$ cat src/rtl/est_pkg.sv
// Package for the expiring subscription table.
// Holds sizes, op codes, item and result structs, controller command and status.
// No dependencies.
package est_pkg;

    localparam int ENTRIES       = 8;
    localparam int PAYLOAD_BYTES = 64;
    localparam int ENTRY_W       = $clog2(ENTRIES);
    localparam int PL_W          = $clog2(PAYLOAD_BYTES);
    localparam int CNT_W         = 7;
    localparam int RAM_DEPTH     = ENTRIES * PAYLOAD_BYTES;
    localparam int RAM_AW        = ENTRY_W + PL_W;
    localparam logic [31:0] LEASE_RESET = 32'd10000;

    typedef enum logic [1:0] {
        OP_QUERY     = 2'd0,
        OP_SUBSCRIBE = 2'd1,
        OP_TRANSFER  = 2'd2,
        OP_READ      = 2'd3
    } t_op;

    typedef struct packed {
        t_op         op;
        logic [15:0] type_id;
        logic [63:0] type_signature;
        logic [31:0] now_ms;
        logic        is_broadcast;
        logic [15:0] transfer_len;
        logic [5:0]  byte_index;
        logic [7:0]  in_byte;
    } t_item;

    typedef struct packed {
        logic        hit;
        logic [63:0] out_signature;
        logic [31:0] age_ms;
        logic [6:0]  stored_len;
        logic [7:0]  out_byte;
        logic        last;
    } t_result;

    // controller -> datapath
    typedef struct packed {
        logic load;
        logic scan;
        logic claim;
        logic clr_step;
        logic single;
        logic rd_start;
        logic rd_emit;
    } t_cmd;

    // datapath -> controller
    typedef struct packed {
        logic scan_last;
        logic claim_needed;
        logic read_stream;
        logic clr_last;
        logic rd_last;
        logic out_free;
    } t_status;

endpackage

$ cat src/rtl/est_ctrl.sv
// Controller state machine: sequences load, table scan, execute, row clear, read stream.
// Depends on est_pkg.
module est_ctrl (
    input  logic             i_clk,
    input  logic             i_rst_n,
    input  logic             i_in_valid,
    output logic             o_in_ready,
    input  est_pkg::t_status i_st,
    output est_pkg::t_cmd    o_cmd
);
    import est_pkg::*;

    typedef enum logic [2:0] {
        S_IDLE, S_SCAN, S_EXEC, S_CLEAR, S_RD_ADDR, S_RD_OUT
    } t_state;

    t_state r_state, n_state;

    // next state and commands
    always_comb begin
        n_state    = r_state;
        o_cmd      = '0;
        o_in_ready = 1'b0;
        unique case (r_state)
            S_IDLE: begin
                o_in_ready = 1'b1;
                if (i_in_valid) begin
                    o_cmd.load = 1'b1;
                    n_state    = S_SCAN;
                end
            end
            S_SCAN: begin
                o_cmd.scan = 1'b1;
                if (i_st.scan_last) begin
                    n_state = S_EXEC;
                end
            end
            S_EXEC: begin
                priority if (i_st.claim_needed) begin
                    o_cmd.claim = 1'b1;
                    n_state     = S_CLEAR;
                end else if (i_st.read_stream) begin
                    o_cmd.rd_start = 1'b1;
                    n_state        = S_RD_ADDR;
                end else if (i_st.out_free) begin
                    o_cmd.single = 1'b1;
                    n_state      = S_IDLE;
                end
            end
            S_CLEAR: begin
                o_cmd.clr_step = 1'b1;
                if (i_st.clr_last) begin
                    n_state = S_EXEC;
                end
            end
            S_RD_ADDR: begin
                n_state = S_RD_OUT;
            end
            S_RD_OUT: begin
                if (i_st.out_free) begin
                    o_cmd.rd_emit = 1'b1;
                    n_state       = i_st.rd_last ? S_IDLE : S_RD_ADDR;
                end
            end
            default: begin
                n_state = S_IDLE;
            end
        endcase
    end

    // state register
    always_ff @(posedge i_clk) begin
        if (!i_rst_n) begin
            r_state <= S_IDLE;
        end else begin
            r_state <= n_state;
        end
    end
endmodule

$ cat config.mk
export PLATFORM = sky130hd
export DESIGN_NAME = est_ctrl
export DESIGN_NICKNAME = d
export VERILOG_FILES = /design/src/rtl/est_pkg.sv /design/src/rtl/est_ctrl.sv
export SDC_FILE = /design/constraint.sdc
export NUM_CORES = 1
export LEC_CHECK = 0
export BUFFER_PORTS_ARGS = -buffer_cell sky130_fd_sc_hd__buf_2
export CORE_AREA = 2 2 39 41
export CTS_BUF_LIST = sky130_fd_sc_hd__clkbuf_2
export DETAILED_ROUTE_END_ITERATION = 8
export DIE_AREA = 0 0 41 43
export SYNTH_ARGS = -nofsm -noshare
export SYNTH_HDL_FRONTEND = slang
export SYNTH_SLANG_ARGS = --single-unit
$ cat constraint.sdc
create_clock -name i_clk -period 2.95 [get_ports i_clk]
set_clock_uncertainty 0.1 [all_clocks]
set_input_delay 0 -clock i_clk [delete_from_list [all_inputs] [get_ports i_clk]]
set_output_delay 0 -clock i_clk [all_outputs]
set_load 0.005 [all_outputs]
==> metrics.txt, run 1 <==
# TYPE chip_impl_metric gauge
chip_impl_info{name="setup.worst_path.class",value="reg2reg"} 1
chip_impl_metric{name="finish.cell_count_without_fillers",unit=""} 71
chip_impl_metric{name="critPathRequiredTime",unit="ns"} 2.95
chip_impl_metric{name="dr.first_iter.drc_count",unit=""} 4
chip_impl_metric{name="route.detailed.drc",unit=""} 0
chip_impl_metric{name="ios",unit=""} 17
chip_impl_metric{name="grt_first_pass_wirelength",unit="µm"} 1050
chip_impl_metric{name="buffer_ports.inserted",unit=""} 16
chip_impl_metric{name="reg2reg_depth",unit=""} 4
chip_impl_metric{name="h-tree-depth",unit=""} 1
chip_impl_metric{name="die_y",unit="µm"} 43
chip_impl_metric{name="timing.final.crit_period",unit="ns"} 1.71
chip_impl_metric{name="pwr_cell_area",unit="nW/µm²"} 475
chip_impl_metric{name="netlist_instances",unit=""} 36
chip_impl_metric{name="num-nets-final",unit=""} 65
chip_impl_metric{name="internal_power",unit="µW"} 126
chip_impl_metric{name="ant_nets",unit=""} 0
chip_impl_metric{name="switching_power_of_the_nets",unit="µW"} 71.9
chip_impl_metric{name="share_seq_of_total_power",unit="%"} 33.9
chip_impl_metric{name="diodes",unit=""} 0
chip_impl_metric{name="setup_viol_count_final",unit=""} 0
chip_impl_metric{name="floorplan.initialDensity",unit="%"} 21.5
chip_impl_metric{name="fin_worst_hold_slack",unit="ns"} 0.0640
chip_impl_metric{name="grt_antenna_before_repair",unit=""} 0
chip_impl_metric{name="mappedNetlistNets",unit=""} 45
chip_impl_info{name="rsz0062_at_grt",value="false"} 1
chip_impl_metric{name="post_synth.cell_area_avg",unit="µm²"} 8.27
chip_impl_metric{name="drive_above_1_share",unit="%"} 41.8
chip_impl_metric{name="grt_max_degree",unit=""} 15
chip_impl_metric{name="crit_path_max_incr_delay",unit="ns"} 0.59
chip_impl_metric{name="tritoncts_num_sinks",unit=""} 3
chip_impl_metric{name="final_hold_viol_count",unit=""} 0
chip_impl_metric{name="synth_edf_count",unit=""} 0
chip_impl_info{name="startpoint_type",value="flop"} 1
chip_impl_metric{name="numCtsBuffers",unit=""} 3
chip_impl_metric{name="die_area",unit="µm²"} 1760
chip_impl_metric{name="drt_wl_total",unit="µm"} 665
chip_impl_info{name="crit-reg2reg-launch",value="r_state[0]"} 1
chip_impl_metric{name="min_period_over_period",unit="%"} 57.9
chip_impl_metric{name="clkTransAtPathRegs",unit="ns"} 0.05
chip_impl_metric{name="max_clock_freq",unit="MHz"} 585
chip_impl_metric{name="clock_network_fraction_of_design_power",unit="%"} 28.8
chip_impl_info{name="netlist.top_cell.by_area",value="dfxtp_1"} 1
chip_impl_metric{name="routedWlPerCell",unit="µm"} 9.37
chip_impl_info{name="crit_slowest_cell",value="or4b_4"} 1
chip_impl_info{name="clock_tree.root_cell",value="clkbuf_2"} 1
chip_impl_info{name="largest_registers",value="r_state (3)"} 1
chip_impl_metric{name="switching_share",unit="%"} 36.4
chip_impl_info{name="cts_tree",value="done"} 1
chip_impl_metric{name="netlist.area_leader.share",unit="%"} 20.2
chip_impl_metric{name="reg2reg_slack",unit="ns"} 1.24
chip_impl_metric{name="die_w",unit="µm"} 41
chip_impl_metric{name="finished_core_util",unit="%"} 30.0
chip_impl_metric{name="largest_reg_flops",unit=""} 3
chip_impl_metric{name="dr.pass1.iters",unit=""} 4
chip_impl_metric{name="timing.setup.tns",unit="ns"} 0
chip_impl_metric{name="detailedPlacementHpwl",unit="µm"} 531
chip_impl_info{name="yosys-top-cells-area",value="dfxtp_1 (20%), o32ai_4 (9.2%), or4b_4 (4.6%)"} 1
chip_impl_metric{name="clock_path_buffers",unit=""} 2
chip_impl_info{name="worstSetupEndpoint",value="r_state[0]"} 1
chip_impl_info{name="outcome",value="finished, final reports clean"} 1
chip_impl_metric{name="tightest_slew",unit="ns"} 0.405
chip_impl_metric{name="via_count",unit=""} 328
chip_impl_metric{name="grt_use_total",unit="%"} 9.13
chip_impl_metric{name="dp_cells",unit=""} 66
chip_impl_metric{name="max_cap_viol_count",unit=""} 0
chip_impl_metric{name="timing_max_transition_violations_final",unit=""} 0
chip_impl_info{name="r2r-end",value="r_state[0]"} 1
chip_impl_metric{name="timing.slew.headroom",unit="%"} 73.0
chip_impl_metric{name="grt-ovfl-total",unit=""} 0
chip_impl_metric{name="critPathArrivalTime",unit="ns"} 1.71
chip_impl_info{name="min-delay-path-class",value="in2reg"} 1
chip_impl_metric{name="leakagePower",unit="nW"} 0.186
chip_impl_metric{name="ys_ff_latch",unit=""} 3
chip_impl_metric{name="cts_setup_buffers",unit=""} 0
chip_impl_info{name="synth_common_cells",value="dfxtp_1 (3), inv_1 (3), nand2_1 (3), nor2_1 (3)"} 1
chip_impl_metric{name="synthToLayoutAreaGrowth",unit="%"} 39.5
chip_impl_info{name="register_with_the_highest_flop_count",value="r_state"} 1
chip_impl_metric{name="critPathMaxFanout",unit=""} 14
chip_impl_info{name="timing.critical_path.from",value="r_state[0]"} 1
chip_impl_metric{name="worst_ir_drop_vdd",unit="mV"} 0.136
chip_impl_metric{name="cts_hold_buffers",unit=""} 1
chip_impl_metric{name="worst_skew_pair.late_latency",unit="ns"} 0.20
chip_impl_metric{name="fp.coreArea",unit="µm²"} 1380
chip_impl_metric{name="comb_power_share",unit="%"} 37.3
chip_impl_info{name="most_used_dff_post_synth",value="dfxtp_1"} 1
chip_impl_metric{name="synthesized_cell_area",unit="µm²"} 298
chip_impl_metric{name="synth_seq_area_share",unit="%"} 20.2
chip_impl_metric{name="place_congestion",unit=""} 0.689
chip_impl_metric{name="vias_per_cell",unit=""} 4.62
chip_impl_metric{name="first_global_vias",unit=""} 279
chip_impl_info{name="crit_chain",value="or4b_4, o32ai_4, o211ai_1, o41ai_1"} 1
chip_impl_metric{name="site_rows",unit=""} 14
chip_impl_metric{name="ys_types",unit=""} 26
chip_impl_info{name="crit_path_end_kind",value="flop"} 1
chip_impl_metric{name="ys_warn_count",unit=""} 0
chip_impl_metric{name="async_flop_share",unit="%"} 0
chip_impl_metric{name="cts-resized-gates",unit=""} 0
worst min path at each step:
stage,from,endpoint,cells past startpoint
finish,i_st[4],r_state[2],3
global route,i_st[4],r_state[2],3
CTS,i_st[4],r_state[2],3
detailed placement,i_rst_n,r_state[1],2
global placement,i_rst_n,r_state[1],2
floorplan,i_st[3],o_cmd[2],1
kinds of logic after synthesis:
kind of cell / count (synthesis) / synth area share, %
flip-flops: 3 / 20.2
AO/OA/AOI/OAI: 11 / 34.5
AND/OR/NAND/NOR: 16 / 34.0
buffers and inverters: 5 / 7.98
multiplexers: 1 / 3.36
layer usage:
metal	vias up	share of wire (%)	wire length (µm)	global-route usage, %
met4	0	0	0	8.00
li1	172	-	-	-
met2	7	51	339	14.4
met3	0	5.1	34	3.14
met1	149	44	291	8.65
met5	-	0	0	0
power by group through the flow:
stage	Clock, mW	Combinational (mW)	Sequential (mW)
after floorplan	0	0.0609	0.0540
after detailed placement	0	0.0733	0.0678
after CTS	0.0590	0.0746	0.0668
after global placement	0	0.0727	0.0678
after global routing	0.0653	0.0832	0.0697
final	0.0568	0.0737	0.0670
stage by stage:
stage	power (mW)	setup slack, ns	area, µm²
after floorplan	0.115	1.41	298
after global placement	0.141	1.28	385
final	0.197	1.24	415
after CTS	0.200	1.23	415
after detailed placement	0.141	1.24	385
after global routing	0.218	1.09	415
final cells by class:
class                   instances  area [µm²]
clock buffers                   4        20.0
fillers                       157         968
inverters                       3        11.3
multi-input cells              28         214
flip-flops and latches          3        60.1
well taps                      16        20.0
repair buffers                 17        90.1
placed cells by master (no fill, tap or decap), drive strengths merged, types with 2 or more instances in the layout:
cell type	count
clkbuf	4
nor2	3
inv	3
buf	16
nand2b	2
and2	2
dfxtp	3
nand2	3
critical path, delay by kind of cell, from the launching register on:
kind	cells	cell delay [ns]
and+or+nand+nor	1	0.59
DFF	1	0.43
AOI/OAI and AO/OA	3	0.49
Power figures use the tool's default switching activity.
==> run 2, diff against run 1 <==
Clock period 2.95 ns to 1.44 ns, I/O delays scaled along.
==> run 2 against run 1 <==
Against the previous run:
- the flow now finishes with violations (setup timing)
- global-route usage rose by 1.0 points
- sequential cell count did not move
- count of clock-buffer cells in the layout did not move
- die area did not move
- non-clock buffer count rose by 4
- core utilization rose by 3.1 points
- largest cell class unchanged
==> metrics.txt, run 2 (synthesized netlist as in run 1, its figures left out) <==
# TYPE chip_impl_metric gauge
chip_impl_metric{name="tritoncts_num_sinks",unit=""} 3
chip_impl_info{name="min-delay-path-class",value="in2reg"} 1
chip_impl_info{name="outcome",value="complete, but fails checks"} 1
chip_impl_metric{name="clock_network_fraction_of_design_power",unit="%"} 26.9
chip_impl_info{name="timing.critical_path.max_delay_family",value="simple AND/OR/NAND/NOR gates"} 1
chip_impl_metric{name="ios",unit=""} 17
chip_impl_info{name="cts_tree",value="done"} 1
chip_impl_metric{name="largest_reg_flops",unit=""} 3
chip_impl_metric{name="cp_num_cells",unit=""} 4
chip_impl_metric{name="die_y",unit="µm"} 43
chip_impl_metric{name="dr.first_iter.drc_count",unit=""} 3
chip_impl_metric{name="synthToLayoutAreaGrowth",unit="%"} 53.8
chip_impl_info{name="violations",value="setup timing"} 1
chip_impl_metric{name="diodes",unit=""} 0
chip_impl_metric{name="routedWlPerCell",unit="µm"} 10.5
chip_impl_metric{name="max_clock_freq",unit="MHz"} 641
chip_impl_info{name="crit_path_end_kind",value="output pin"} 1
chip_impl_info{name="startpoint_type",value="flop"} 1
chip_impl_metric{name="timing_max_transition_violations_final",unit=""} 0
chip_impl_metric{name="grt_first_pass_wirelength",unit="µm"} 1150
chip_impl_metric{name="h-tree-depth",unit=""} 1
chip_impl_metric{name="crit_path_max_incr_delay",unit="ns"} 0.55
chip_impl_metric{name="comb_power_share",unit="%"} 48.9
chip_impl_metric{name="tightest_slew",unit="ns"} 0.280
chip_impl_metric{name="die_area",unit="µm²"} 1760
chip_impl_metric{name="switching_share",unit="%"} 35.8
chip_impl_metric{name="worst_ir_drop_vdd",unit="mV"} 0.274
chip_impl_metric{name="postLayoutSetupSlackWorst",unit="ns"} -0.121
chip_impl_metric{name="reg2reg_depth",unit=""} 4
chip_impl_metric{name="max_cap_viol_count",unit=""} 0
chip_impl_metric{name="timing.final.crit_period",unit="ns"} 1.56
chip_impl_metric{name="site_rows",unit=""} 14
chip_impl_metric{name="clock_path_buffers",unit=""} 2
chip_impl_metric{name="fp.coreArea",unit="µm²"} 1380
chip_impl_metric{name="min_period_over_period",unit="%"} 108
chip_impl_metric{name="first_global_vias",unit=""} 307
chip_impl_metric{name="die_w",unit="µm"} 41
chip_impl_metric{name="switching_power_of_the_nets",unit="µW"} 157
chip_impl_info{name="crit_slowest_cell",value="or4b_4"} 1
chip_impl_metric{name="drive_above_1_share",unit="%"} 52.5
chip_impl_metric{name="hold_path_depth",unit=""} 3
chip_impl_metric{name="grt_use_total",unit="%"} 10.1
chip_impl_info{name="final_common_cell",value="buf_2"} 1
chip_impl_metric{name="buffer_ports.inserted",unit=""} 16
chip_impl_metric{name="numCtsBuffers",unit=""} 3
chip_impl_metric{name="num-nets-final",unit=""} 69
chip_impl_metric{name="worstPathBufferInverterCount",unit=""} 2
chip_impl_info{name="setup.worst_path.class",value="reg2out"} 1
chip_impl_metric{name="share_seq_of_total_power",unit="%"} 24.2
chip_impl_metric{name="internal_power",unit="µW"} 281
chip_impl_metric{name="worst_skew_pair.late_latency",unit="ns"} 0.20
chip_impl_metric{name="ant_nets",unit=""} 0
chip_impl_metric{name="vias_per_cell",unit=""} 4.69
chip_impl_info{name="clock_tree.root_cell",value="clkbuf_2"} 1
chip_impl_metric{name="fin_worst_hold_slack",unit="ns"} 0.0513
chip_impl_metric{name="detailedPlacementHpwl",unit="µm"} 611
chip_impl_info{name="register_with_the_highest_flop_count",value="r_state"} 1
chip_impl_metric{name="clkTransAtPathRegs",unit="ns"} 0.05
chip_impl_metric{name="place_congestion",unit=""} 0.666
chip_impl_metric{name="cts_setup_buffers",unit=""} 0
chip_impl_metric{name="timing.slew.headroom",unit="%"} 81.3
chip_impl_metric{name="pwr_cell_area",unit="nW/µm²"} 957
chip_impl_info{name="rsz0062_at_grt",value="true"} 1
chip_impl_metric{name="setup_viol_count_final",unit=""} 5
chip_impl_metric{name="grt-ovfl-total",unit=""} 0
chip_impl_info{name="commonest_cells_after_routing_fill_and_taps_aside",value="buf_2 (16), clkbuf_2 (4)"} 1
chip_impl_metric{name="leakagePower",unit="nW"} 0.210
chip_impl_metric{name="floorplan.initialDensity",unit="%"} 21.5
chip_impl_metric{name="total_power",unit="µW"} 438
chip_impl_metric{name="critPathMaxFanout",unit=""} 2
chip_impl_info{name="crit_chain",value="or4b_4, buf_6, nor3b_2, buf_2"} 1
chip_impl_metric{name="grt_antenna_before_repair",unit=""} 0
chip_impl_metric{name="critPathArrivalTime",unit="ns"} 1.46
chip_impl_info{name="largest_registers",value="r_state (3)"} 1
chip_impl_metric{name="finished_core_util",unit="%"} 33.1
chip_impl_metric{name="critPathRequiredTime",unit="ns"} 1.34
chip_impl_metric{name="grt_max_degree",unit=""} 14
chip_impl_metric{name="final_hold_viol_count",unit=""} 0
chip_impl_metric{name="route.detailed.drc",unit=""} 0
chip_impl_metric{name="timing.setup.tns",unit="ns"} -0.400
chip_impl_metric{name="drt_wl_total",unit="µm"} 785
chip_impl_metric{name="via_count",unit=""} 352
chip_impl_metric{name="dr.pass1.iters",unit=""} 4
## run 2: changes by cell type in the layout (fill, tap and decap cells not counted)
cell | previous run | this run
dfxtp_2 | 0 | 3
nor3b_1 | 1 | 0
nor3b_2 | 0 | 1
buf_4 | 0 | 3
buf_6 | 0 | 1
dfxtp_1 | 3 | 0
## run 2: path summary, 6_finish.rpt
path         startpoint    endpoint  slack [ns]
max          r_state[2]    o_cmd[2]       -0.12
min             i_st[4]  r_state[2]        0.05
max reg2reg  r_state[2]  r_state[0]       -0.11
min reg2reg  r_state[0]  r_state[0]        0.57
## run 2: routing by layer
| layer | global-route usage, % | share of wire (%) |
|---|---|---|
| met1 | 8.01 | 36 |
| met2 | 18.1 | 58 |
| met3 | 3.14 | 6.1 |
| met4 | 8.00 | 0 |
| met5 | 0 | 0 |
## run 2: timing repair
item / CTS / global route
resized for setup: 3 / 0
hold endpoints to repair: 3 / 0
cloned: 0 / 0
pin swaps: 3 / 1
hold buffers: 1 / 0
setup endpoints to repair: 5 / 5
## run 2: worst min-delay path, delay by kind of cell
family	cells	cell delay, ns
buf+inv	1	0.12
compound gates	2	0.20
## run 2: power groups by stage
stage / sequential, mW / clock (mW) / combinational (mW)
2_1_floorplan: 0.113 / 0 / 0.128
3_3_place_gp: 0.106 / 0 / 0.209
3_5_place_dp: 0.106 / 0 / 0.210
4_1_cts: 0.106 / 0.125 / 0.216
5_1_grt: 0.108 / 0.137 / 0.238
6_report: 0.106 / 0.118 / 0.214
## run 2: final cells by class
class                   count  area, µm²
fillers                   153        926
multi-input cells          28        219
repair buffers             21        124
flip-flops and latches      3       63.8
clock buffers               4       20.0
well taps                  16       20.0
inverters                   3       11.3
## run 2: metrics by stage
step           setup slack (ns)  instance area [µm²]  std cells
3_5_place_dp             -0.105                  418         70
4_1_cts                  -0.142                  458         75
2_1_floorplan           -0.0824                  304         36
3_3_place_gp            -0.0729                  418         70
5_1_grt                  -0.189                  458         75
6_report                 -0.121                  458         75
==> run 3, diff against run 2 <==
Settings changed: BUFFER_PORTS_ARGS -buffer_cell sky130_fd_sc_hd__buf_2 to not set, DONT_BUFFER_PORTS set to 1, SKIP_CTS_REPAIR_TIMING set to 1.
==> run 3 against run 2 <==
Against the previous run:
- the flow finishes with violations (hold timing, setup timing)
- core utilization shrank 2.3 points
- combinational power decreased by 13%
- total power is 7.0% lower
- first-iteration DRC count grew 33%
- sequential cell count unchanged
- non-clock buffer count decreased by 12
- sequential power about the same
- sequential share of layout area up 0.73 points
- die area is the same
==> metrics.txt, run 3 (synthesized netlist as in run 1, its figures left out) <==
# TYPE chip_impl_metric gauge
chip_impl_metric{name="switching_power_of_the_nets",unit="µW"} 148
chip_impl_metric{name="clock_network_fraction_of_design_power",unit="%"} 28.5
chip_impl_metric{name="worstPathBufferInverterCount",unit=""} 0
chip_impl_metric{name="first_global_vias",unit=""} 277
chip_impl_metric{name="critPathRequiredTime",unit="ns"} 1.43
chip_impl_metric{name="multiInputGateArea",unit="µm²"} 233
chip_impl_metric{name="via_count",unit=""} 311
chip_impl_info{name="rsz0062_at_grt",value="true"} 1
chip_impl_metric{name="fin_worst_hold_slack",unit="ns"} -0.00900
chip_impl_metric{name="pre_cts_slack",unit="ns"} -0.137
chip_impl_info{name="largest_registers",value="r_state (3)"} 1
chip_impl_info{name="crit_chain",value="or4b_4, o32ai_4, o211ai_1, o41ai_1"} 1
chip_impl_metric{name="dr.first_iter.drc_count",unit=""} 4
chip_impl_info{name="setup.worst_path.class",value="reg2reg"} 1
chip_impl_metric{name="grt_first_pass_wirelength",unit="µm"} 1090
chip_impl_metric{name="final_hold_viol_count",unit=""} 1
chip_impl_metric{name="h-tree-depth",unit=""} 1
chip_impl_metric{name="share_seq_of_total_power",unit="%"} 25.9
chip_impl_info{name="timing.critical_path.max_delay_family",value="simple AND/OR/NAND/NOR gates"} 1
chip_impl_metric{name="floorplan.initialDensity",unit="%"} 21.5
chip_impl_metric{name="buffer_ports.inserted",unit=""} 0
chip_impl_metric{name="switching_share",unit="%"} 36.3
chip_impl_metric{name="postLayoutSetupSlackWorst",unit="ns"} -0.123
chip_impl_metric{name="timing.setup.tns",unit="ns"} -0.290
chip_impl_metric{name="num-nets-final",unit=""} 57
chip_impl_metric{name="grt-ovfl-total",unit=""} 0
chip_impl_metric{name="largest_reg_flops",unit=""} 3
chip_impl_metric{name="route.detailed.drc",unit=""} 0
chip_impl_metric{name="ant_nets",unit=""} 0
chip_impl_metric{name="dr.pass1.iters",unit=""} 3
chip_impl_metric{name="vias_per_cell",unit=""} 4.94
chip_impl_metric{name="comb_power_share",unit="%"} 45.6
chip_impl_metric{name="synthToLayoutAreaGrowth",unit="%"} 43.3
chip_impl_metric{name="min_period_over_period",unit="%"} 109
chip_impl_metric{name="timing_max_transition_violations_final",unit=""} 0
chip_impl_info{name="cts_tree",value="done"} 1
chip_impl_metric{name="grt_use_total",unit="%"} 9.33
chip_impl_metric{name="finish.cell_count_without_fillers",unit=""} 63
chip_impl_metric{name="m1WireLength",unit="µm"} 302
chip_impl_info{name="violations",value="hold timing, setup timing"} 1
chip_impl_metric{name="tritoncts_num_sinks",unit=""} 3
chip_impl_metric{name="die_w",unit="µm"} 41
chip_impl_metric{name="drt_wl_total",unit="µm"} 768
chip_impl_info{name="top_signal_layer_used",value="met3"} 1
chip_impl_metric{name="fillCellCount",unit=""} 154
chip_impl_metric{name="place_congestion",unit=""} 0.641
chip_impl_metric{name="detailedPlacementHpwl",unit="µm"} 553
chip_impl_info{name="outcome",value="complete, but fails checks"} 1
chip_impl_metric{name="ios",unit=""} 17
chip_impl_metric{name="clock_path_buffers",unit=""} 2
chip_impl_metric{name="grt_antenna_before_repair",unit=""} 0
chip_impl_metric{name="diodes",unit=""} 0
chip_impl_metric{name="worst_ir_drop_vdd",unit="mV"} 0.262
chip_impl_info{name="startpoint_type",value="flop"} 1
chip_impl_info{name="crit_path_end_kind",value="flop"} 1
chip_impl_metric{name="drive_above_1_share",unit="%"} 31.9
chip_impl_info{name="crit_slowest_cell",value="or4b_4"} 1
chip_impl_info{name="clock_tree.root_cell",value="clkbuf_2"} 1
chip_impl_metric{name="routedWlPerCell",unit="µm"} 12.2
chip_impl_metric{name="timing.final.crit_period",unit="ns"} 1.56
chip_impl_metric{name="pwr_cell_area",unit="nW/µm²"} 956
chip_impl_info{name="final_common_cell",value="dlygate4sd3_1"} 1
chip_impl_metric{name="critPathArrivalTime",unit="ns"} 1.56
chip_impl_metric{name="grt_max_degree",unit=""} 14
chip_impl_metric{name="tightest_slew",unit="ns"} 0.272
chip_impl_metric{name="fp.coreArea",unit="µm²"} 1380
chip_impl_metric{name="numCtsBuffers",unit=""} 3
chip_impl_metric{name="regArea",unit="µm²"} 62.6
chip_impl_metric{name="setup_viol_count_final",unit=""} 4
chip_impl_metric{name="dp_cells",unit=""} 54
chip_impl_metric{name="timing.slew.headroom",unit="%"} 81.6
chip_impl_metric{name="max_clock_freq",unit="MHz"} 640
chip_impl_metric{name="max_cap_viol_count",unit=""} 0
chip_impl_metric{name="die_y",unit="µm"} 43
chip_impl_metric{name="internal_power",unit="µW"} 260
chip_impl_info{name="register_with_the_highest_flop_count",value="r_state"} 1
chip_impl_info{name="commonest_cells_after_routing_fill_and_taps_aside",value="dlygate4sd3_1 (5), clkbuf_2 (4), buf_4 (4)"} 1
chip_impl_metric{name="site_rows",unit=""} 14
chip_impl_metric{name="worst_skew_pair.late_latency",unit="ns"} 0.20
chip_impl_metric{name="leakagePower",unit="nW"} 0.158
chip_impl_metric{name="crit_path_max_incr_delay",unit="ns"} 0.55
chip_impl_metric{name="clkTransAtPathRegs",unit="ns"} 0.04
chip_impl_metric{name="die_area",unit="µm²"} 1760
chip_impl_metric{name="detailroute.wirelength.met2",unit="µm"} 420
chip_impl_metric{name="critPathMaxFanout",unit=""} 4
chip_impl_info{name="min-delay-path-class",value="in2out"} 1
chip_impl_metric{name="met3_wirelength",unit="µm"} 46
run 3: cell type report:
| type | count | area share [%] |
|---|---|---|
| multi-input cells | 28 | 54.5 |
| repair buffers | 9 | 18.8 |
| flip-flops and latches | 3 | 14.7 |
| clock buffers | 4 | 4.69 |
| well taps | 16 | 4.69 |
| inverters | 3 | 2.64 |
run 3: metal layers:
layer	vias up	global-route usage, %
li1	156	-
met1	145	8.01
met2	10	15.6
met3	0	3.14
met4	0	8.00
met5	-	0
run 3: power by group through the flow:
stage / logic (mW) / clock network (mW) / registers, mW
final: 0.186 / 0.116 / 0.106
after global routing: 0.209 / 0.133 / 0.108
after CTS: 0.164 / 0.125 / 0.106
after detailed placement: 0.165 / 0 / 0.107
after global placement: 0.161 / 0 / 0.107
after floorplan: 0.128 / 0 / 0.113
run 3: worst paths after layout:
kind | from | endpoint | slack [ns] | depth (start not counted)
worst max-delay path | r_state[2] | r_state[0] | -0.12 | 4
worst min-delay path | i_st[0] | o_cmd[0] | -0.009 | 2
worst max register to register | r_state[2] | r_state[0] | -0.12 | 4
worst min register to register | r_state[0] | r_state[0] | 0.60 | 3
run 3: through the flow:
| step | instance area, µm² | power (mW) | utilization, % |
|---|---|---|---|
| 5_1_grt | 427 | 0.451 | 30.8 |
| 3_3_place_gp | 338 | 0.268 | 24.4 |
| 6_report | 427 | 0.408 | 30.8 |
| 2_1_floorplan | 304 | 0.240 | - |
| 3_5_place_dp | 338 | 0.272 | 24.4 |
| 4_1_cts | 358 | 0.395 | 25.9 |
run 3: worst register-to-register path, stage by stage (launching register included):
cell,delay (ns)
dfxtp_2,0.31
or4b_4,0.55
o32ai_4,0.28
o211ai_1,0.14
o41ai_1,0.07
